<file path="src/sv/grwi_pkg.sv">
// ----------------------------------------------------------------------------
// grwi_pkg
// Shared constants and codes of the grid ray wall intersection unit.
// ----------------------------------------------------------------------------
package grwi_pkg;

   localparam int MAX_STEPS  = 50;
   localparam int MAP_SIDE   = 64;
   localparam int TILE_BITS  = 6;
   localparam int FRAC_BITS  = 8;
   localparam int TILE_SHIFT = TILE_BITS + FRAC_BITS;
   localparam int ROW_BITS   = $clog2(MAP_SIDE);
   localparam int STEP_W     = $clog2(MAX_STEPS + 1);

   localparam int FULL_TURN  = 5760;
   localparam int QUARTER    = 1440;
   localparam int TRIG_EPS   = 16;

   localparam int CFG_W      = 7;
   localparam int POS_W      = 20;
   localparam int ANGLE_W    = 13;
   localparam int OUT_W      = 24;
   localparam int TRIG_W     = 16;
   localparam int RATIO_W    = 24;
   localparam int RAY_W      = 34;
   localparam int ROM_ADDR_W = 11;
   localparam int ROM_DATA_W = 15;

   localparam int REQ_W      = 72;
   localparam int RSP_W      = 152;

   localparam logic OP_WRITE = 1'b0;
   localparam logic OP_CAST  = 1'b1;

   localparam logic CSR_MAP_WIDTH  = 1'b0;
   localparam logic CSR_MAP_HEIGHT = 1'b1;

   typedef logic [ROW_BITS-1:0] row_addr_type;
   typedef logic [MAP_SIDE-1:0] map_row_type;

endpackage

</file>
<file path="src/sv/grwi_ratio_div.sv">
// ----------------------------------------------------------------------------
// grwi_ratio_div
// Radix-2 restoring divider for num*16384/den, truncated and saturated.
// ----------------------------------------------------------------------------
module grwi_ratio_div (
   input  logic                                   clock,
   input  logic                                   reset,
   input  logic                                   start,
   input  logic signed [grwi_pkg::TRIG_W-1:0]     num,
   input  logic signed [grwi_pkg::TRIG_W-1:0]     den,
   output logic                                   done,
   output logic signed [grwi_pkg::RATIO_W-1:0]    ratio
);

   localparam int MAG_W = grwi_pkg::TRIG_W - 1;
   localparam int DVD_W = MAG_W + 14;
   localparam int CNT_W = $clog2(DVD_W);
   localparam int SAT_W = grwi_pkg::RATIO_W - 1;

   logic                busy_ff;
   logic                fin_ff;
   logic [CNT_W-1:0]    cnt_ff;
   logic [MAG_W:0]      rem_ff;
   logic [DVD_W-1:0]    dvd_ff;
   logic [MAG_W-1:0]    den_ff;
   logic                neg_ff;

   logic [grwi_pkg::TRIG_W-1:0] num_abs;
   logic [grwi_pkg::TRIG_W-1:0] den_abs;
   logic [MAG_W:0]      trial;
   logic                fits;
   logic [SAT_W-1:0]    mag;

   assign num_abs = num[grwi_pkg::TRIG_W-1] ? -num : num;
   assign den_abs = den[grwi_pkg::TRIG_W-1] ? -den : den;
   assign trial   = {rem_ff[MAG_W-1:0], dvd_ff[DVD_W-1]};
   assign fits    = trial >= {1'b0, den_ff};

   always_ff @(posedge clock) begin
      if (reset) begin
         busy_ff <= 1'b0;
         fin_ff  <= 1'b0;
      end else begin
         fin_ff <= 1'b0;
         if (start) begin
            busy_ff <= 1'b1;
         end else if (busy_ff && cnt_ff == '0) begin
            busy_ff <= 1'b0;
            fin_ff  <= 1'b1;
         end
      end
   end

   always_ff @(posedge clock) begin
      if (start) begin
         dvd_ff <= {num_abs[MAG_W-1:0], 14'b0};
         rem_ff <= '0;
         den_ff <= den_abs[MAG_W-1:0];
         neg_ff <= num[grwi_pkg::TRIG_W-1] ^ den[grwi_pkg::TRIG_W-1];
         cnt_ff <= CNT_W'(DVD_W - 1);
      end else if (busy_ff) begin
         rem_ff <= fits ? (trial - {1'b0, den_ff}) : trial;
         dvd_ff <= {dvd_ff[DVD_W-2:0], fits};
         cnt_ff <= cnt_ff - 1'b1;
      end
   end

   assign mag   = (dvd_ff[DVD_W-1:SAT_W] != '0) ? '1 : dvd_ff[SAT_W-1:0];
   assign ratio = neg_ff ? -$signed({1'b0, mag}) : $signed({1'b0, mag});
   assign done  = fin_ff;

endmodule

</file>
<file path="config.mk">
export PLATFORM = sky130hd
export DESIGN_NAME = grwi_ratio_div
export DESIGN_NICKNAME = d
export VERILOG_FILES = /design/src/sv/grwi_pkg.sv /design/src/sv/grwi_ratio_div.sv
export SDC_FILE = /design/constraint.sdc
export NUM_CORES = 1
export LEC_CHECK = 0
export ABC_AREA = 1
export BUFFER_PORTS_ARGS = -buffer_cell sky130_fd_sc_hd__buf_2
export CAP_MARGIN = 20
export CORE_ASPECT_RATIO = 0.7
export CORE_UTILIZATION = 55
export CTS_BUF_LIST = sky130_fd_sc_hd__clkbuf_2
export DETAILED_ROUTE_END_ITERATION = 6
export PLACE_DENSITY_LB_ADDON = 0.3
export SKIP_LAST_GASP = 1
export SLEW_MARGIN = 20
export SYNTH_ARGS = -nofsm -noshare
export SYNTH_HDL_FRONTEND = slang
export SYNTH_SLANG_ARGS = --single-unit
</file>
<file path="constraint.sdc">
create_clock -name clock -period 2.2 [get_ports clock]
set_input_delay 0.22 -clock clock [delete_from_list [all_inputs] [get_ports clock]]
set_output_delay 0.22 -clock clock [all_outputs]
set_load 0.02 [all_outputs]
</file>
# Word level (Yosys, flattened, before mapping)
# Cells that the tools add are included.
word_totals:
  ff_bits: 67
  latchBits: 0
  mem_bits_rw: 0
  mem_bits_ro: 0
  input_bits: 35
  out_inout_bits: 25
  word_cells: 31
  mem_count: 0
op_classes:
  n_addsub: 5
  mul: 0
  n_div: 0
  magnitude_cmp: 1
  eq_ne: 0
  shift: 0
  mux: 10
  bitwise_logic: 1
  reduce_logical: 6
ops:
  columns: ["operator", "n"]
  rows:
  - ["two-way mux 29 bit", 2]
  - ["two-way mux 15 bit", 3]
  - ["negator 15 bit", 2]
  - ["two-way mux 24 bit", 1]
  - ["negator 23 -> 24 bit", 1]
  - ["two-way mux 23 bit", 1]
  - ["greater-or-equal comparator 16 x 15 -> 1 bit", 1]
  - ["subtractor 15 bit", 1]
  - ["nonzero test 6 bit", 1]
  - ["logical NOT 5 bit", 1]
  - ["subtractor 5 x 1 -> 5 bit, second input constant", 1]
  - ["nonzero test 2 bit", 2]
  - ["two-way mux 1 bit", 3]
  - ["OR reduction 2 bit", 1]
  - ["logical AND 1 bit", 1]
  - ["bitwise XOR 1 bit", 1]

# Depth between registers and ports, before layout
# Gate-level depths: netlist (run 1).
logic_depth:
  depth_word: 4
  depth_mapped: 15

# Worst setup path before layout (run 1)
# OpenSTA, ideal clock, no wires.
synth_timing:
  kind: "register -> output"
  from: "register dvd_ff[27]"
  to: "output port ratio[12] (netlist name)"
  arrival_time_ns: 2.185
  t_required_ns: 1.980
  slack_ns: -0.205
  path_stages_with_launch: 16
  path_buffers: 1
  cell_sequence: "edfxtp_1 -> nor2_4 -> nand3_4 -> buf_2 -> nor2_1 -> ha_1 -> nand2_1 -> nor3_1 -> nand2_1 -> nor2_1 -> nand2_1 -> nand2_2 -> nand2_1 -> nand2_1 -> nand2_1 -> inv_1"
synth_between:
  elab_chain_cells: 4
synth_lines:
  columns: ["item", "line", "rtl"]
  rows:
  - ["start: declaration", "grwi_ratio_div.sv:24", "logic [DVD_W-1:0] dvd_ff;"]
  - ["start signal: assignment", "grwi_ratio_div.sv:56", "dvd_ff <= {num_abs[MAG_W-1:0], 14'b0};"]
  - ["start signal: assignment", "grwi_ratio_div.sv:63", "dvd_ff <= {dvd_ff[DVD_W-2:0], fits};"]
  - ["nonzero test 6 bit *", "grwi_ratio_div.sv:68", "assign mag = (dvd_ff[DVD_W-1:SAT_W] != '0) ? '1 : dvd_ff[SAT_W-1:0];"]
  - ["two-way mux 23 bit *", "grwi_ratio_div.sv:68", null]
  - ["negator 23 -> 24 bit", "grwi_ratio_div.sv:69", "assign ratio = neg_ff ? -$signed({1'b0, mag}) : $signed({1'b0, mag});"]
  - ["two-way mux 24 bit *", "grwi_ratio_div.sv:69", null]
  - ["end: declaration", "grwi_ratio_div.sv:12", "output logic signed [grwi_pkg::RATIO_W-1:0] ratio"]
# Every way passes the cells marked *; elsewhere a longest branch is shown, timed or not.

# Worst setup path after layout (run 1)
layout_timing:
  from: "register dvd_ff[28]"
  to: "output port ratio[22] (netlist name)"
# The elaborated chain is that of the path after synthesis.

==> impl_results.md, run 1 <==
* R2R cell count at 14
* I/O pins at 60
* Fmax at 349 MHz
* DRC at 0
* Number of synthesized flops with an enable pin at 31
* Slew @ Worst Pin at 0.610 ns
* Pwr Total at 3.02 mW
* Chip Width at 115 um
* Rel. slew slack at 59.3%
* Post-synth top area cell: edfxtp_1
* First-pass GRT wire length at 21,900 um
* Synth top area cells: edfxtp_1 (19%), nand2_1 (15%), dfxtp_1 (15%), inv_1 (8.3%), nor2_1 (6.7%)
* Root Driver: clkbuf_2
* CTS Buf Count at 9
* Share of cells above drive strength 1 at 25.1%
* Max VDD drop at 340 uV
* Failing checks: negative setup slack
* Port bufs at 59
* Area added between synthesis and finish at 32.1%
* GRT overflow at 0
* Hold path cells at 3
* Ys Warns at 0
* Fraction of registers with async set/reset at 0%
* Total Routing Usage GR at 30.5%
* Initial Utilization at 57.2%
* Clock Latency Late Sink at 0.51 ns
* Most common cell in the netlist: nand2_1
* Critical Path Slowest Stage Cell: edfxtp_1
* Synth Flop Type: dfxtp_1
* Syn nets at 787
* H-tree levels at 3
* Initial antenna violation count at 0
* Most used cell, CP: nand2_1
* Row Count at 28
* Final core utilization at 75.5%
* Cell variety after synth at 34
* 1st-pass router iterations at 6
* Worst R2R End: rem_ff[5]$_SDFFE_PP0P_
* Share of the synthesized area in the top cell type at 19.1%
* TritonCTS clock tree: done
* Clk pin slew, worst setup/hold paths at 0.18 ns
* Die span in y at 80.9 um
* Die area at 9270 um^2
* Worst path cell trace: nor2_4, buf_12, nand2_4, nor2_4, buf_12, buf_4, nand3_2, nor2_4, nand2_1, nor2_1, nand3_1, nand2_1, nand2_1, nand2_1, buf_6
* DR WL/cell at 14.4 um
* Gpl congestion at 0.937
* Minimum clock period at 2.86 ns
* Largest net degree at the start of global routing at 25
* Status: complete, but fails checks
* Most instantiated cells after synthesis: nand2_1 (200), inv_1 (108), nor2_1 (87)
* Hold Crit Start: num[14]
* DRT antenna net count at 0
* Final Max Slew Viols at 0
* CP startpoint: dvd_ff[28]$_DFFE_PP_
* Clock sinks at 67
* ANT cells at 0
* Worst Path Required at 1.98 ns
* Critical path type: flop to primary output
* Core area at 8550 um^2
* Hold slack at 0.0821 ns
* Sequential fraction of the synthesis area at 33.8%
* Final Hold Viols at 0
* Power per Cell Area at 468 nW/um^2
* Number of global-route vias before repair at 4,712
* Final period util at 130%
* Clk buf depth at 2
* Final-report setup violation count at 29
* CP arrival at 2.64 ns
* Startpoint Class: flop
* RSZ-0062 raised after global routing: yes
* Post-layout worst setup margin at -0.665 ns
* Min-Delay Path Class: input pin to flop
* Max-capacitance violation count at 0
* Post-DP HPWL at 10,200 um
* Final #Nets at 906
* Leak at 3.02 nW
* Reg2reg start: dvd_ff[28]$_DFFE_PP_
* Routed vias at 5,270
* Setup slack, reg-to-reg at -0.08 ns
* Critical path's largest stage delay at 0.49 ns
* CP max FO at 7
* Clock Skews at 0.0214 ns
* DRT iter0 DRCs at 459
* CP Capture Type: primary output
* Post-synthesis register bit count at 67
* Average cell area after synthesis at 6.67 um^2
* Synth Instances at 732
* Vias per cell at 5.40
* Netlist Area Pre-Place at 4890 um^2
* WHS Endpoint: dvd_ff[28]$_DFFE_PP_
* Routed WL at 14,000 um
==> through the flow <==
stage	cell area, um^2	setup slack, ns	cells	TNS, ns
final	6450	-0.665	976	-12.28
after global routing	6450	-0.853	976	-17.47
after CTS	6060	-0.644	963	-11.46
after detailed placement	5620	-0.136	931	-1.24
after global placement	5620	-0.0779	931	-0.260
after floorplan	4910	-0.0394	732	-0.0904
==> layer usage <==
layer | part of all wire, % | GRT usage, % | vias up
met2 | 44 | 47.1 | 254
met5 | 0 | 0 | -
met3 | 9.4 | 6.19 | 30
met4 | 1.4 | 6.62 | 0
met1 | 46 | 44.1 | 2389
li1 | - | - | 2597
==> where the power goes <==
part / total [mW] / switching (mW) / internal (mW)
clock network: 0.604 / 0.461 / 0.143
logic: 0.987 / 0.582 / 0.405
registers: 1.43 / 0.0424 / 1.39
total: 3.02 / 1.09 / 1.94
==> how the worst max path moves through the flow <==
stage,to,slack [ns],depth (start not counted)
final,ratio[22],-0.66,15
after global routing,ratio[16],-0.85,14
after CTS,ratio[10],-0.64,13
after detailed placement,ratio[21],-0.14,16
after global placement,ratio[21],-0.08,16
after floorplan,ratio[10],-0.04,13
==> kinds of logic after synthesis <==
family / Yosys count / synth area share [%]
flip-flops: 67 / 33.8
AO/OA/AOI/OAI: 100 / 11.2
adder cells (fa/ha/maj): 20 / 5.28
XOR/XNOR: 32 / 5.74
buffers and inverters: 128 / 10.1
AND/OR/NAND/NOR: 385 / 33.9
==> state kept, by name (all words and copies together), names as in the netlist <==
signal	count
busy_ff	1
cnt_ff	5
den_ff	15
done	1
dvd_ff	29
neg_ff	1
rem_ff	15
==> cell type report <==
| class | instances | area, um^2 |
|---|---|---|
| timing repair buffer | 126 | 1070 |
| sequential | 67 | 1650 |
| clock buffer | 9 | 45.0 |
| clock inverter | 7 | 42.5 |
| inverter | 110 | 415 |
| fill | 671 | 2090 |
| multi-input combinational | 537 | 3080 |
| tap | 120 | 150 |
==> layout by cell type (no fill, tap or decap), types with 2 or more instances in the layout <==
cell	n
nand2_1	181
nor2_1	72
clkbuf_2	9
nor3_1	17
o211ai_1	6
o21ai_1	8
inv_2	6
nand2_4	6
buf_4	44
a21oi_2	6
nand3_4	4
nand4_1	10
nand2_2	17
inv_1	102
buf_6	21
xor2_1	21
o21ai_0	30
dlygate4sd3_1	11
ha_1	17
or2_2	3
nand3_2	7
a21o_1	2
clkbuf_16	2
clkinv_2	2
nor2_4	18
dfxtp_1	36
clkinv_1	3
xnor2_1	10
nand3_1	36
nand3b_1	4
a21oi_1	23
o22ai_1	19
buf_2	41
buf_12	6
ha_4	2
o21ai_2	5
edfxtp_1	31
nor2_2	7
==> worst max-delay path: cells and delay by family (launching register included) <==
| family | cells | cell delay (ns) |
|---|---|---|
| flip-flops | 1 | 0.49 |
| AND/OR/NAND/NOR | 11 | 1.13 |
| buffers and inverters | 4 | 0.52 |
==> what timing repair did <==
| item | CTS | global route |
|---|---|---|
| gates cloned | 0 | 3 |
| endpoints found under the setup margin | 31 | 39 |
| setup buffers | 12 | 8 |
| resized for setup | 60 | 72 |
| hold endpoints to repair | 7 | 5 |
| hold buffers | 6 | 5 |
| pin swaps | 34 | 40 |
Note: power is estimated with default switching activity, not from simulation.
==> run 2: changes to the inputs <==
- CORE_UTILIZATION: 55 -> 45
==> run 2 against run 1 <==
  * The flow still finishes with violations (negative setup slack)
  * Routed wire length decreased by 1.7%
  * Fmax decreased by 1.6%
  * Count of clock-buffer cells in the layout unchanged
  * Critical path type unchanged
  * Highest routed layer unchanged
==> impl_results.md, run 2 (same netlist as run 1, synthesis figures left out) <==
* Status: complete, but fails checks
* Failing checks: negative setup slack
* Port bufs at 59
* Final period util at 132%
* Power per Cell Area at 493 nW/um^2
* I/O pins at 60
* Clk buf depth at 2
* DRT antenna net count at 0
* 1st-pass router iterations at 6
* Final Hold Viols at 0
* Critical path type: flop to primary output
* Largest Register: dvd_ff
* Final #Nets at 915
* Largest net degree at the start of global routing at 31
* RSZ-0062 raised after global routing: yes
* Min-Delay Path Class: input pin to flop
* H-tree levels at 3
* Rel. slew slack at 71.6%
* Clock sinks at 67
* Clock Latency Late Sink at 0.57 ns
* Clock Skews at 0.0532 ns
* Leak at 3.06 nW
* ANT cells at 0
* Largest register FFs at 29
* Post-layout worst setup margin at -0.710 ns
* First-pass GRT wire length at 20,900 um
* Routed WL at 13,800 um
* Startpoint Class: flop
* CP Capture Type: primary output
* Pwr Total at 3.19 mW
* Share of cells above drive strength 1 at 25.5%
* TNS Setup at -13.22 ns
* Layout fillers at 934
* DRC at 0
* Worst Path Required at 1.98 ns
* Largest registers: dvd_ff (29), den_ff (15), rem_ff (15)
* Post-DP HPWL at 10,000 um
* CP arrival at 2.69 ns
* Row Count at 31
* Slew @ Worst Pin at 0.422 ns
* Final Max Slew Viols at 0
* Minimum clock period at 2.91 ns
* Clk pin slew, worst setup/hold paths at 0.21 ns
* Area added between synthesis and finish at 32.5%
* Non-Filler Cell Area, Final at 6470 um^2
* Die area at 11,300 um^2
* Gpl congestion at 0.945
* Final core utilization at 62.0%
* Total Routing Usage GR at 23.6%
* Most frequent cells in the layout: nand2_1 (184), inv_1 (103), nor2_1 (72), buf_4 (53), buf_2 (40)
* Root Driver: clkbuf_2
* Die span in y at 89.2 um
* Placed instance area at 5600 um^2
* Routed vias at 5,170
* Number of global-route vias before repair at 4,422
* DRT iter0 DRCs at 341
* TritonCTS clock tree: done
* GRT overflow at 0
* Max VDD drop at 395 uV
* Chip Width at 127 um
* DR WL/cell at 13.8 um
* Fmax at 344 MHz
* Core area at 10,400 um^2
* Commonest non-fill, non-tap cell in the layout: nand2_1
* CTS Buf Count at 9
* Final-report setup violation count at 23
* Hold slack at 0.0574 ns
* Initial Utilization at 46.8%
* Initial antenna violation count at 0
* CP max FO at 5
* Vias per cell at 5.19
* Max-capacitance violation count at 0
==> run 2: area by class of cell <==
type                    count  area, um^2  area share (%)
clock buffers               9        45.0           0.696
clock inverters             7        73.8            1.14
inverters                 110         413            6.38
multi-input cells         537        3030            46.8
flip-flops and latches     67        1650            25.5
well taps                 132         165            2.55
repair buffers            135        1090            16.9
==> run 2: where the power goes <==
part | total (mW) | switching [mW] | internal, mW
Sequential | 1.44 | 0.0484 | 1.39
Combinational | 0.974 | 0.563 | 0.411
Clock | 0.781 | 0.511 | 0.271
Total | 3.19 | 1.12 | 2.07
==> run 2: timing repair <==
action	4_1_cts	5_1_grt
resized for setup	60	69
setup buffers	16	11
hold buffers	10	0
setup endpoints to repair	34	39
pin swaps	27	40
endpoints found under the hold margin	11	0
cloned	0	2
==> run 2: per-layer routing <==
metal  part of all wire [%]  vias to the layer above  track usage (%)  routed length [um]
li1                       -                     2614                -                   -
met1                     51                     2312             35.4                7050
met2                     41                      215             34.1                5610
met3                    6.6                       29             4.97                 908
met4                    1.5                        0             6.35                 211
met5                      0                        -                0                   0
==> run 2: worst max-delay path: stages (launching register included) <==
cell      delay (ns)
edfxtp_1        0.50
nor2_4          0.16
buf_6           0.14
buf_6           0.08
nand4_1         0.18
nor2_2          0.21
nand2_2         0.10
nor2_4          0.24
buf_6           0.14
a21oi_2         0.05
xor2_1          0.18
buf_4           0.17
==> run 2: path summary, 6_finish.rpt <==
| path | start | end | slack, ns | cells after the start |
|---|---|---|---|---|
| worst max register to register | dvd_ff[28]$_DFFE_PP_ | rem_ff[0]$_SDFFE_PP0P_ | 0.09 | 13 |
| worst max-delay path | dvd_ff[27]$_DFFE_PP_ | ratio[15] | -0.71 | 11 |
| worst min-delay path | den[6] | den_ff[6]$_DFFE_PP_ | 0.06 | 2 |
| worst min register to register | rem_ff[9]$_SDFFE_PP0P_ | rem_ff[9]$_SDFFE_PP0P_ | 0.49 | 2 |
==> run 2: metrics by stage <==
step	setup slack [ns]	std cells
detailed placement	-0.182	945
finish	-0.710	997
floorplan	-0.0394	732
global route	-0.891	997
CTS	-0.705	987
global placement	-0.122	945
==> run 3: changes to the inputs <==
- GPL_TIMING_DRIVEN: unset -> 0
==> run 3 against run 2 <==
  * The flow still finishes with violations (negative setup slack)
  * Worst setup slack got worse by 0.096 ns
  * Power down 1.2%
  * Via count up 3.6%
  * Non-clock buffer count shrank 3
  * Fmax fell by 3.2%
  * Flip-flop and latch count is the same
  * Design area is 0.35% higher
  * Routed wire length grew 8.4%
==> impl_results.md, run 3 (same netlist as run 1, synthesis figures left out) <==
* Commonest non-fill, non-tap cell in the layout: nand2_1
* CTS Buf Count at 9
* Minimum clock period at 3.01 ns
* Rel. slew slack at 52.0%
* Cell family with most CP delay: simple AND/OR/NAND/NOR gates
* Clk buf depth at 2
* Clk pin slew, worst setup/hold paths at 0.19 ns
* ANT cells at 0
* Slew @ Worst Pin at 0.721 ns
* Total Routing Usage GR at 25.4%
* Row Count at 31
* RSZ-0062 raised after global routing: yes
* Placed cell count at 923
* Vias per cell at 5.39
* Final Max Slew Viols at 0
* Final Hold Viols at 0
* TritonCTS clock tree: done
* Power per Cell Area at 486 nW/um^2
* Critical Path Slowest Stage Cell: edfxtp_1
* Port bufs at 59
* R2R cell count at 13
* Die area at 11,300 um^2
* Area added between synthesis and finish at 33.0%
* Core area at 10,400 um^2
* DRT iter0 DRCs at 413
* H-tree levels at 3
* Pwr Total at 3.15 mW
* Final core utilization at 62.3%
* CP max FO at 5
* Root Driver: clkbuf_2
* Reg2reg start: dvd_ff[28]$_DFFE_PP_
* 1st-pass router iterations at 6
* CP Capture Type: primary output
* Hold Crit Start: den[7]
* DRC at 0
* Chip Width at 127 um
* Failing checks: negative setup slack
* I/O pins at 60
* Startpoint Class: flop
* Critical path type: flop to primary output
* Share of cells above drive strength 1 at 26.0%
* Fmax at 333 MHz
* Worst Path Required at 1.98 ns
* Worst path cell trace: nor2_4, buf_6, nand2_4, nor2_4, buf_8, nand2_4, nor2_4, nand2_2, nor2_4, nand3b_1, o21ai_1, inv_1, buf_6
* Clock sinks at 67
* Hold path cells at 3
* Most frequent cells in the layout: nand2_1 (178), inv_1 (102), nor2_1 (66), buf_2 (43), dfxtp_1 (36)
* Largest net degree at the start of global routing at 25
* Clock Latency Late Sink at 0.54 ns
* Min-Delay Path Class: input pin to flop
* Most used cell, CP: nor2_4
* Largest Register: dvd_ff
* Setup WS pre-CTS at -0.634 ns
* CP startpoint: dvd_ff[28]$_DFFE_PP_
* Max VDD drop at 438 uV
* Largest registers: dvd_ff (29), den_ff (15), rem_ff (15)
* Hold slack at 0.0883 ns
* Initial Utilization at 46.8%
* DRT antenna net count at 0
* Routed vias at 5,355
* First-pass GRT wire length at 22,200 um
* Max-capacitance violation count at 0
* Initial antenna violation count at 0
* Gpl congestion at 0.944
* Number of global-route vias before repair at 4,572
* Largest register FFs at 29
* Critical path's largest stage delay at 0.48 ns
* Final period util at 137%
* Routed WL at 14,900 um
* Post-layout worst setup margin at -0.806 ns
* Status: complete, but fails checks
* Die span in y at 89.2 um
* Non-Filler Instances at 994
* Final #Nets at 912
* DR WL/cell at 15.0 um
* CP arrival at 2.79 ns
* Final-report setup violation count at 24
* Setup slack, reg-to-reg at 0 ns
* WP buf/inv at 4
* Clock Skews at 0.0247 ns
* Worst path depth at 13
* GRT overflow at 0
* Leak at 3.02 nW
* Post-DP HPWL at 10,200 um
==> run 3: cell types whose count changed in the layout (fill, tap and decap cells not counted), sizes merged <==
cell         previous run  this run
clkinvlp                1         3
buf                   124       109
dlygate4sd3            10        11
inv                   112       110
clkbuf                 10        22
clkinv                  3         2
==> run 3: repair_timing <==
item / in CTS / in global routing
buffers inserted: 14 / 29
gates resized for setup: 37 / 124
cloned: 0 / 4
endpoints found under the hold margin: 11 / 1
setup endpoints to repair: 63 / 46
pin swaps: 11 / 63
hold buffers: 10 / 1
==> run 3: cell type report <==
class / instances / area, um^2
fillers: 905 / 3940
multi-input cells: 537 / 3130
flip-flops and latches: 67 / 1650
repair buffers: 114 / 901
inverters: 110 / 415
well taps: 132 / 165
plain buffers: 18 / 123
clock inverters: 6 / 65.1
clock buffers: 10 / 50.0
==> run 3: final timing paths <==
kind,to
worst max-delay path,ratio[23]
worst min-delay path,den_ff[7]$_DFFE_PP_
worst max register to register,rem_ff[2]$_SDFFE_PP0P_
worst min register to register,rem_ff[13]$_SDFFE_PP0P_
==> run 3: through the flow <==
step	setup TNS (ns)	instance area (um^2)
after floorplan	-0.0904	4910
after global placement	-19.08	5370
after detailed placement	-21.60	5370
after CTS	-13.54	5800
after global routing	-19.03	6500
final	-14.32	6500
==> run 3: tightest hold or removal path: stages <==
cell    delay, ns
buf_2        0.10
inv_1        0.06
xor2_1       0.13
==> run 3: power by group <==
part	internal (mW)	leakage (nW)	total [mW]	switching (mW)
registers	1.39	0.605	1.43	0.0440
clock network	0.266	0.0622	0.743	0.477
logic	0.388	2.35	0.978	0.590
==> run 3: layer usage <==
metal  GRT usage [%]  up-vias  wire length (um)
li1                -     2606                 -
met5               0        -                 0
met3            3.29       22              1250
met2            38.7      261              6470
met4            6.57        0               221
met1            38.0     2466              6990
